==> src/rtl/core/text_console_writer_top_macros.svh <==
// assertion macros for the text console writer rtl
`ifndef TEXT_CONSOLE_WRITER_TOP_MACROS_SVH
`define TEXT_CONSOLE_WRITER_TOP_MACROS_SVH

// same-cycle implication, checked on clk with arst_n as the disable
`define TCW_ASSERT_IMP(label, ante, cons, msg) \
	label: assert property (@(posedge clk) disable iff (!arst_n) (ante) |-> (cons)) \
		else $error(msg);

// next-cycle implication
`define TCW_ASSERT_NXT(label, ante, cons, msg) \
	label: assert property (@(posedge clk) disable iff (!arst_n) (ante) |=> (cons)) \
		else $error(msg);

`endif

==> src/rtl/core/tcw_pkg.sv <==
// shared constants and types for the text console writer
package tcw_pkg;

	localparam int ROWS_DEF = 25;
	localparam int COLS_DEF = 80;

	localparam int CHAR_W    = 8;
	localparam int ROW_IN_W  = 5;
	localparam int COL_IN_W  = 7;
	localparam int POS_OUT_W = 11;

	localparam int S_DATA_W = 24;
	localparam int M_DATA_W = 24;
	localparam int M_PAD_W  = M_DATA_W - POS_OUT_W - CHAR_W;

	localparam logic [CHAR_W-1:0] CH_NEWLINE   = 8'h0A;
	localparam logic [CHAR_W-1:0] CH_BACKSPACE = 8'h08;
	localparam logic [CHAR_W-1:0] CH_BLANK     = 8'h20;

	localparam logic REQ_PUT  = 1'b0;
	localparam logic REQ_READ = 1'b1;

	typedef struct packed {
		logic [CHAR_W-1:0]    read_char;
		logic [POS_OUT_W-1:0] cursor_pos;
	} res_t;

endpackage

==> src/rtl/core/tcw_seq.sv <==
// sequencer: cursor, scroll base, and writes and reads of the screen memory
`include "text_console_writer_top_macros.svh"

module tcw_seq #(
	parameter int ROWS = tcw_pkg::ROWS_DEF,
	parameter int COLS = tcw_pkg::COLS_DEF
) (
	input  logic                               clk,
	input  logic                               arst_n,
	input  logic                               in_valid,
	output logic                               in_ready,
	input  logic                               in_req,
	input  logic [tcw_pkg::CHAR_W-1:0]         in_char,
	input  logic [tcw_pkg::ROW_IN_W-1:0]       in_row,
	input  logic [tcw_pkg::COL_IN_W-1:0]       in_col,
	output logic                               res_valid,
	input  logic                               res_ready,
	output tcw_pkg::res_t                      res,
	output logic                               ram_we,
	output logic [$clog2(ROWS*COLS)-1:0]       ram_waddr,
	output logic [tcw_pkg::CHAR_W-1:0]         ram_wdata,
	output logic [$clog2(ROWS*COLS)-1:0]       ram_raddr,
	input  logic [tcw_pkg::CHAR_W-1:0]         ram_rdata
);

	import tcw_pkg::*;

	localparam int CELLS  = ROWS * COLS;
	localparam int ADDR_W = $clog2(CELLS);
	localparam int POS_W  = $clog2(CELLS + 1);
	localparam int COL_W  = $clog2(COLS);

	typedef enum logic [3:0] {
		S_CLR,
		S_IDLE,
		S_SCROLL,
		S_PUT,
		S_BS,
		S_RD_LIN,
		S_RD_ADDR,
		S_RD_DATA,
		S_DONE
	} state_t;

	state_t                state_q;
	logic [ADDR_W-1:0]     clr_q;
	logic [POS_W-1:0]      pos_q;
	logic [COL_W-1:0]      col_q;
	logic [ADDR_W-1:0]     base_q;
	logic [COL_W-1:0]      scr_cnt_q;
	logic                  fill_q;
	logic [CHAR_W-1:0]     wch_q;
	logic [ROW_IN_W-1:0]   row_q;
	logic [COL_IN_W-1:0]   rcol_q;
	logic [ADDR_W-1:0]     lin_q;
	logic [CHAR_W-1:0]     rchar_q;

	logic                  at_end;
	logic                  rd_ok;
	logic [ADDR_W:0]       cur_sum;
	logic [ADDR_W-1:0]     cur_addr;
	logic [ADDR_W:0]       rd_sum;
	logic [ADDR_W-1:0]     rd_addr;
	logic [ADDR_W-1:0]     scr_addr;

	assign at_end = (pos_q == POS_W'(CELLS));
	assign rd_ok  = (32'(row_q) < ROWS) && (32'(rcol_q) < COLS);

	// screen is a ring of rows: physical address is logical plus base, mod cells
	assign cur_sum  = (ADDR_W+1)'(pos_q) + (ADDR_W+1)'(base_q);
	assign cur_addr = (cur_sum >= (ADDR_W+1)'(CELLS)) ?
		ADDR_W'(cur_sum - (ADDR_W+1)'(CELLS)) : ADDR_W'(cur_sum);
	assign rd_sum   = (ADDR_W+1)'(lin_q) + (ADDR_W+1)'(base_q);
	assign rd_addr  = (rd_sum >= (ADDR_W+1)'(CELLS)) ?
		ADDR_W'(rd_sum - (ADDR_W+1)'(CELLS)) : ADDR_W'(rd_sum);
	// the oldest row, at the scroll base, never wraps while it is blanked
	assign scr_addr = base_q + ADDR_W'(scr_cnt_q);

	always_comb begin
		ram_we    = 1'b0;
		ram_waddr = cur_addr;
		ram_wdata = CH_BLANK;
		ram_raddr = rd_addr;
		unique case (state_q)
			S_CLR: begin
				ram_we    = 1'b1;
				ram_waddr = clr_q;
			end
			S_SCROLL: begin
				ram_we    = 1'b1;
				ram_waddr = scr_addr;
			end
			S_PUT: begin
				ram_we    = 1'b1;
				ram_wdata = wch_q;
			end
			S_BS: begin
				ram_we = 1'b1;
			end
			default: begin
				ram_we = 1'b0;
			end
		endcase
	end

	always_ff @(posedge clk or negedge arst_n) begin
		if (!arst_n) begin
			state_q   <= S_CLR;
			clr_q     <= '0;
			pos_q     <= '0;
			col_q     <= '0;
			base_q    <= '0;
			scr_cnt_q <= '0;
			fill_q    <= 1'b0;
		end else begin
			unique case (state_q)
				S_CLR: begin
					clr_q <= clr_q + 1'b1;
					if (clr_q == ADDR_W'(CELLS - 1)) begin
						state_q <= S_IDLE;
					end
				end
				S_IDLE: begin
					if (in_valid) begin
						rchar_q   <= '0;
						row_q     <= in_row;
						rcol_q    <= in_col;
						scr_cnt_q <= '0;
						if (in_req == REQ_READ) begin
							state_q <= S_RD_LIN;
						end else begin
							unique case (in_char)
								CH_NEWLINE: begin
									fill_q  <= 1'b1;
									wch_q   <= CH_BLANK;
									state_q <= at_end ? S_SCROLL : S_PUT;
								end
								CH_BACKSPACE: begin
									if (pos_q != '0) begin
										pos_q   <= pos_q - 1'b1;
										col_q   <= (col_q == '0) ?
											COL_W'(COLS - 1) : col_q - 1'b1;
										state_q <= S_BS;
									end else begin
										state_q <= S_DONE;
									end
								end
								default: begin
									fill_q  <= 1'b0;
									wch_q   <= in_char;
									state_q <= at_end ? S_SCROLL : S_PUT;
								end
							endcase
						end
					end
				end
				S_SCROLL: begin
					scr_cnt_q <= scr_cnt_q + 1'b1;
					if (scr_cnt_q == COL_W'(COLS - 1)) begin
						base_q  <= (base_q == ADDR_W'(CELLS - COLS)) ?
							'0 : base_q + ADDR_W'(COLS);
						pos_q   <= POS_W'(CELLS - COLS);
						state_q <= S_PUT;
					end
				end
				S_PUT: begin
					pos_q <= pos_q + 1'b1;
					if (col_q == COL_W'(COLS - 1)) begin
						col_q   <= '0;
						state_q <= S_DONE;
					end else begin
						col_q <= col_q + 1'b1;
						// newline keeps padding until the row boundary
						if (!fill_q) begin
							state_q <= S_DONE;
						end
					end
				end
				S_BS: begin
					state_q <= S_DONE;
				end
				S_RD_LIN: begin
					if (rd_ok) begin
						lin_q   <= ADDR_W'(row_q * COLS) + ADDR_W'(rcol_q);
						state_q <= S_RD_ADDR;
					end else begin
						state_q <= S_DONE;
					end
				end
				S_RD_ADDR: begin
					state_q <= S_RD_DATA;
				end
				S_RD_DATA: begin
					rchar_q <= ram_rdata;
					state_q <= S_DONE;
				end
				S_DONE: begin
					if (res_ready) begin
						state_q <= S_IDLE;
					end
				end
				default: begin
					state_q <= S_IDLE;
				end
			endcase
		end
	end

	assign in_ready       = (state_q == S_IDLE);
	assign res_valid      = (state_q == S_DONE);
	assign res.cursor_pos = POS_OUT_W'(pos_q);
	assign res.read_char  = rchar_q;

	`TCW_ASSERT_IMP(a_pos_range, 1'b1, pos_q <= POS_W'(CELLS), "cursor past end of screen")
	`TCW_ASSERT_IMP(a_base_range, 1'b1, base_q <= ADDR_W'(CELLS - COLS), "scroll base out of range")
	`TCW_ASSERT_NXT(a_one_item, in_valid && in_ready, !in_ready, "second item taken while busy")
	`TCW_ASSERT_NXT(a_res_hold, res_valid && !res_ready, res_valid && $stable(res),
		"pending result changed")

endmodule

==> config.mk <==
export PLATFORM = sky130hd
export DESIGN_NAME = tcw_seq
export DESIGN_NICKNAME = d
export VERILOG_FILES = /design/src/rtl/core/tcw_pkg.sv /design/src/rtl/core/tcw_seq.sv
export VERILOG_INCLUDE_DIRS = /design/src /design/src/rtl/core
export SDC_FILE = /design/constraint.sdc
export NUM_CORES = 1
export LEC_CHECK = 0
export BUFFER_PORTS_ARGS = -buffer_cell sky130_fd_sc_hd__buf_2
export CAP_MARGIN = 0
export CELL_PAD_IN_SITES_DETAIL_PLACEMENT = 0
export CELL_PAD_IN_SITES_GLOBAL_PLACEMENT = 1
export CORE_MARGIN = 8
export CORE_UTILIZATION = 40
export DETAILED_ROUTE_END_ITERATION = 16
export GPL_TIMING_DRIVEN = 0
export PLACE_DENSITY_LB_ADDON = 0.2
export RECOVER_POWER = 100
export SLEW_MARGIN = 5
export SYNTH_ARGS = -nofsm -noshare
export SYNTH_HDL_FRONTEND = slang
export SYNTH_SLANG_ARGS = --single-unit
==> constraint.sdc <==
create_clock -name clk -period 5.3 [get_ports clk]
set_clock_uncertainty 0.1 [all_clocks]
set_input_delay 0.265 -clock clk [delete_from_list [all_inputs] [get_ports clk]]
set_output_delay 0.265 -clock clk [all_outputs]
set_load 0.01 [all_outputs]
; Yosys cells after proc, flatten, opt, wreduce, memory -nomap -nowiden
; Index checks and enable logic that the tools add are counted.
; Widths: inputs -> output; s select.
[totals]
elab_cells = 112
out_inout_bits = 52
inputBits = 33
register_bits = 91
[op_classes]
reduce_logical = 20
n_mux = 37
n_addsub = 13
mul = 1
eq_ne = 23
order_cmp = 4
bitwise_logic = 2
[op_table]
columns = cell, count
row1 = $mux 11, 8
row2 = $mux 7, 7
row3 = $mux 4, 10
row4 = $eq 11x11->1 const B, 3
row5 = $pmux 11 s3, 1
row6 = $pmux 4 s8, 1
row7 = $pmux 8 s2, 2
row8 = $pmux 7 s2, 2
row9 = $add 11x11->12, 2
row10 = $ge 12x11->1 const B, 2
row11 = $add 11x1->11 const B, 2
row12 = $add 11x7->11, 2
row13 = $pmux 11 s2, 1
row14 = $sub 11x11->11 const B, 2
row15 = $eq 4x3->1 const B, 4
row16 = $eq 8x4->1 const B, 2
row17 = $mux 8, 2
row18 = $reduce_and 5->1, 3
row19 = $add 7x1->7 const B, 2
row20 = $eq 7x7->1 const B, 2
row21 = $add 11x7->11 const B, 1
row22 = $reduce_bool 11->1, 1
row23 = $sub 11x1->11 const B, 1
row24 = $reduce_and 3->1, 3
row25 = other kinds (23), 34

; Logic depth before layout (Yosys ltp)
[logic_depth]
depth_word = 7
mapped_depth = 13

; Worst setup path before layout
; OpenSTA, ideal clock, no wires.
[synth_timing]
path_type = reg2out
from = register pos_q[5]
to = output port ram_waddr[4]
arrival_time_ns = 3.076
stages_incl_launch_ff = 11
path_slack_ns = 1.859
n_path_buf = 0
path_cell_list = dfrtp_1 ha_1 xnor2_1 ha_1 or4b_2 o21ai_0 nand3_1 nor4_1 o211ai_1 mux2i_1 a211oi_1
[synth_via]
elab_chain_cells = 4
[synth_rtl]
columns = element, line_no
row1 = from (decl), tcw_seq.sv:47  ; logic [POS_W-1:0] pos_q;
row2 = from (signal assigned), tcw_seq.sv:140  ; pos_q <= pos_q - 1'b1;
row3 = from (signal assigned), tcw_seq.sv:162  ; pos_q <= POS_W'(CELLS - COLS);
row4 = from (signal assigned), tcw_seq.sv:167  ; pos_q <= pos_q + 1'b1;
row5 = $add 11x11->12, tcw_seq.sv:70  ; assign cur_sum = (ADDR_W+1)'(pos_q) + (ADDR_W+1)'(base_q);
row6 = $ge 12x11->1, tcw_seq.sv:71  ; assign cur_addr = (cur_sum >= (ADDR_W+1)'(CELLS)) ?
row7 = $mux 11, tcw_seq.sv:71
row8 = $pmux 11 s2, tcw_seq.sv:84  ; unique case (state_q)
row9 = to (decl), tcw_seq.sv:20  ; output logic [$clog2(ROWS*COLS)-1:0] ram_waddr,
; No other way between the ends.

; Worst setup path after layout
[layout_timing]
from = register base_q[5]
to = output port ram_waddr[4]
[layout_via]
elab_chain_cells = 4
[layout_rtl]
columns = element, line_no
row1 = from (decl), tcw_seq.sv:49  ; logic [ADDR_W-1:0] base_q;
row2 = from (signal assigned), tcw_seq.sv:160  ; base_q <= (base_q == ADDR_W'(CELLS - COLS)) ?
row3 = $add 11x11->12, tcw_seq.sv:70
row4 = $ge 12x11->1, tcw_seq.sv:71
row5 = $mux 11, tcw_seq.sv:71
row6 = $pmux 11 s2, tcw_seq.sv:84
; No other way between the ends.

==> out/qor.csv <==
metric,value,unit
power_frac_seq,0.320,
ios,85,
hold_violations,0,
synth.most_common_cell,nor2_1,
p_int,1.78,mW
std_cell_rows,45,
grt_pass1_wl,26.6,mm
wl_per_cell,16.9,um
setup_viol,0,
cap_viol_max_count,0,
syn_inst,655,
clock_sinks,87,
port_buffers,84,
tns,0,ns
clock_latency,0.35,ns
period_share,0.820,
placed_area,6770,um^2
post-route-util,0.472,
rsz0062_at_grt,false,
yosysSeqAreaShare,0.389,
netlist_area,6090,um^2
endpoint_kind,primary output,
netlist_top_cells_count,"nor2_1 (56), dfrtp_1 (48), ha_1 (47), a21oi_1 (44), nand2_1 (44)",
hold_end,state_q[3],
die_h,139,um
stdcell_area,7100,um^2
ys.flop_type,dfrtp_1,
rrSetupSlack,1.18,ns
area_growth,16.6,%
critPathArrivalTime,3.98,ns
relSlewSlack,0.371,
grt_remaining_overflow,0,
wirelength,16.2,mm
grt_max_degree,51,
cts-root-buf,clkbuf_16,
ys_seq_elements,87,
fmax,0.230,GHz
ir_drop,0.191,mV
powerDensity,442,nW/um^2
core-area,15000,um^2
sw_frac_of_total,0.434,
worst_setup_path_start_kind,flop,
hold_class,input pin to flop,
numCtsBuffers,9,
status,"finished, final reports clean",
antenna_found_initial,0,
whs_path_depth,2,
synthArstFlopShare,0.552,
ant_nets,0,
h-tree-depth,3,
grt_pass1_vias,5215,
clk_pin_slew,0.07,ns
combinationalPowerShare,0.477,
worstRegToRegCells,13,
vias_per_cell,5.47,
drive_above_1_share,0.0883,
worstReg2RegEnd,pos_q[10],
hold_start,res_ready,
rr_startpoint,state_q[3],
vias,5245,
synth_area_leader_cell,dfrtp_1,
ys_warn_count,0,
finalCriticalPeriod,4.35,ns
synth_top_area_share,0.197,
pwr-share-clk,0.203,
die_area,19400,um^2
clockBufferDepth,2,
synth.avg_cell_area,9.30,um^2
cts_tree,done,
synthTopCellsByArea,"dfrtp_1 (20%), edfxtp_1 (19%), ha_1 (9.7%)",
finalMaxSlewViolations,0,
drt_pre_antenna_iters,5,
die_w,139,um
p_leak,2.93,nW
synth_edf_count,39,
grt_usage,0.169,
antennaDiodeCount,0,
cts_resized,0,
place_hpwl,12.3,mm
power.switching,1.36,mW
worstSetupPathType,flop to primary output,
drc,0,
required,4.93,ns
start_util,0.405,
place.gp.congestion,0.832,
drt_iter0_drc,293,
worst_slew_pin_slew,0.936,ns
synth_cell_types,71,
nets,848,
cp_max_fo,7,
## registers in the layout, indices dropped and copies added, names as in the netlist
| name | cells |
|---|---|
| fill_q | 1 |
| wch_q | 8 |
| lin_q | 11 |
| scr_cnt_q | 7 |
| rchar_q | 8 |
| col_q | 7 |
| base_q | 7 |
| pos_q | 11 |
| row_q | 5 |
| rcol_q | 7 |
| clr_q | 11 |
| state_q | 4 |
## power by group through the flow
stage	clock (mW)	combinational, mW	sequential, mW
finish	0.639	1.50	1.01
global route	0.683	1.68	1.03
CTS	0.657	1.54	1.00
global placement	0	1.49	1.01
floorplan	0	1.08	0.992
detailed placement	0	1.52	1.02
## what timing repair did
item	4_1_cts	5_1_grt
setup buffers	0	0
hold endpoints to repair	12	48
hold buffers	12	1
## worst max-delay path, stage by stage (launching register included)
cell and delay, ns:
dfrtp_1 0.48, ha_1 0.36, xnor2_1 0.33, ha_1 0.23
or4b_2 0.61, o21ai_0 0.24, nand3_1 0.10, nor4_1 0.28
o211ai_1 0.31, mux2i_1 0.19, a211oi_1 0.27, clkbuf_1 0.21
## layer usage
metal	up-vias	GRT usage	wire, um
met3	16	0.0458	847
li1	2630	-	-
met2	115	0.276	7470
met4	0	0.0445	176
met1	2484	0.215	7670
met5	-	0	0
## worst max path at each step
| stage | from | endpoint | slack (ns) | cells past startpoint |
|---|---|---|---|---|
| 2_1_floorplan | pos_q[5] | ram_waddr[4] | 1.86 | 10 |
| 3_3_place_gp | state_q[3] | pos_q[10] | 1.28 | 13 |
| 3_5_place_dp | state_q[3] | pos_q[10] | 1.21 | 13 |
| 4_1_cts | base_q[5] | ram_waddr[4] | 0.99 | 11 |
| 5_1_grt | base_q[5] | ram_waddr[4] | 0.72 | 11 |
| 6_report | base_q[5] | ram_waddr[4] | 0.95 | 11 |
## cell usage in the layout (no fill, tap or decap), types with 25 or more instances in the layout
| cell type | count |
|---|---|
| clkbuf_1 | 71 |
| nor2_1 | 56 |
| dfrtp_1 | 48 |
| ha_1 | 47 |
| a21oi_1 | 44 |
| nand2_1 | 44 |
| buf_2 | 39 |
| edfxtp_1 | 39 |
| o21ai_0 | 34 |
| xnor2_1 | 33 |
| inv_1 | 30 |
| nand3_1 | 25 |
## cells by family after synthesis
| group | Yosys count | synth area share |
|---|---|---|
| xor gates and xnor gates | 55 | 0.0791 |
| other | 1 | 0.000615 |
| AOI/OAI and AO/OA | 160 | 0.173 |
| and+or+nand+nor | 235 | 0.199 |
| muxes | 9 | 0.0152 |
| buffers and inverters | 58 | 0.0370 |
| adders and majority gates | 50 | 0.106 |
| DFF | 87 | 0.389 |
## stage by stage
step | hold WS (ns) | setup WS, ns | std cells | power (mW)
floorplan | -0.131 | 1.86 | 656 | 2.07
global route | 0.0418 | 0.720 | 958 | 3.39
detailed placement | 0.308 | 1.21 | 929 | 2.53
CTS | 0.0211 | 0.987 | 957 | 3.20
global placement | 0.307 | 1.28 | 928 | 2.51
finish | 0.0326 | 0.953 | 958 | 3.14
## layout make-up
class	instances	area [um^2]
buffer	28	111
clock buffer	9	225
clock inverter	7	70.1
fill	1461	7930
inverter	30	113
multi-input combinational	511	3470
sequential	87	2370
tap	188	235
timing repair buffer	98	500
(Power assumes the default switching activity.)
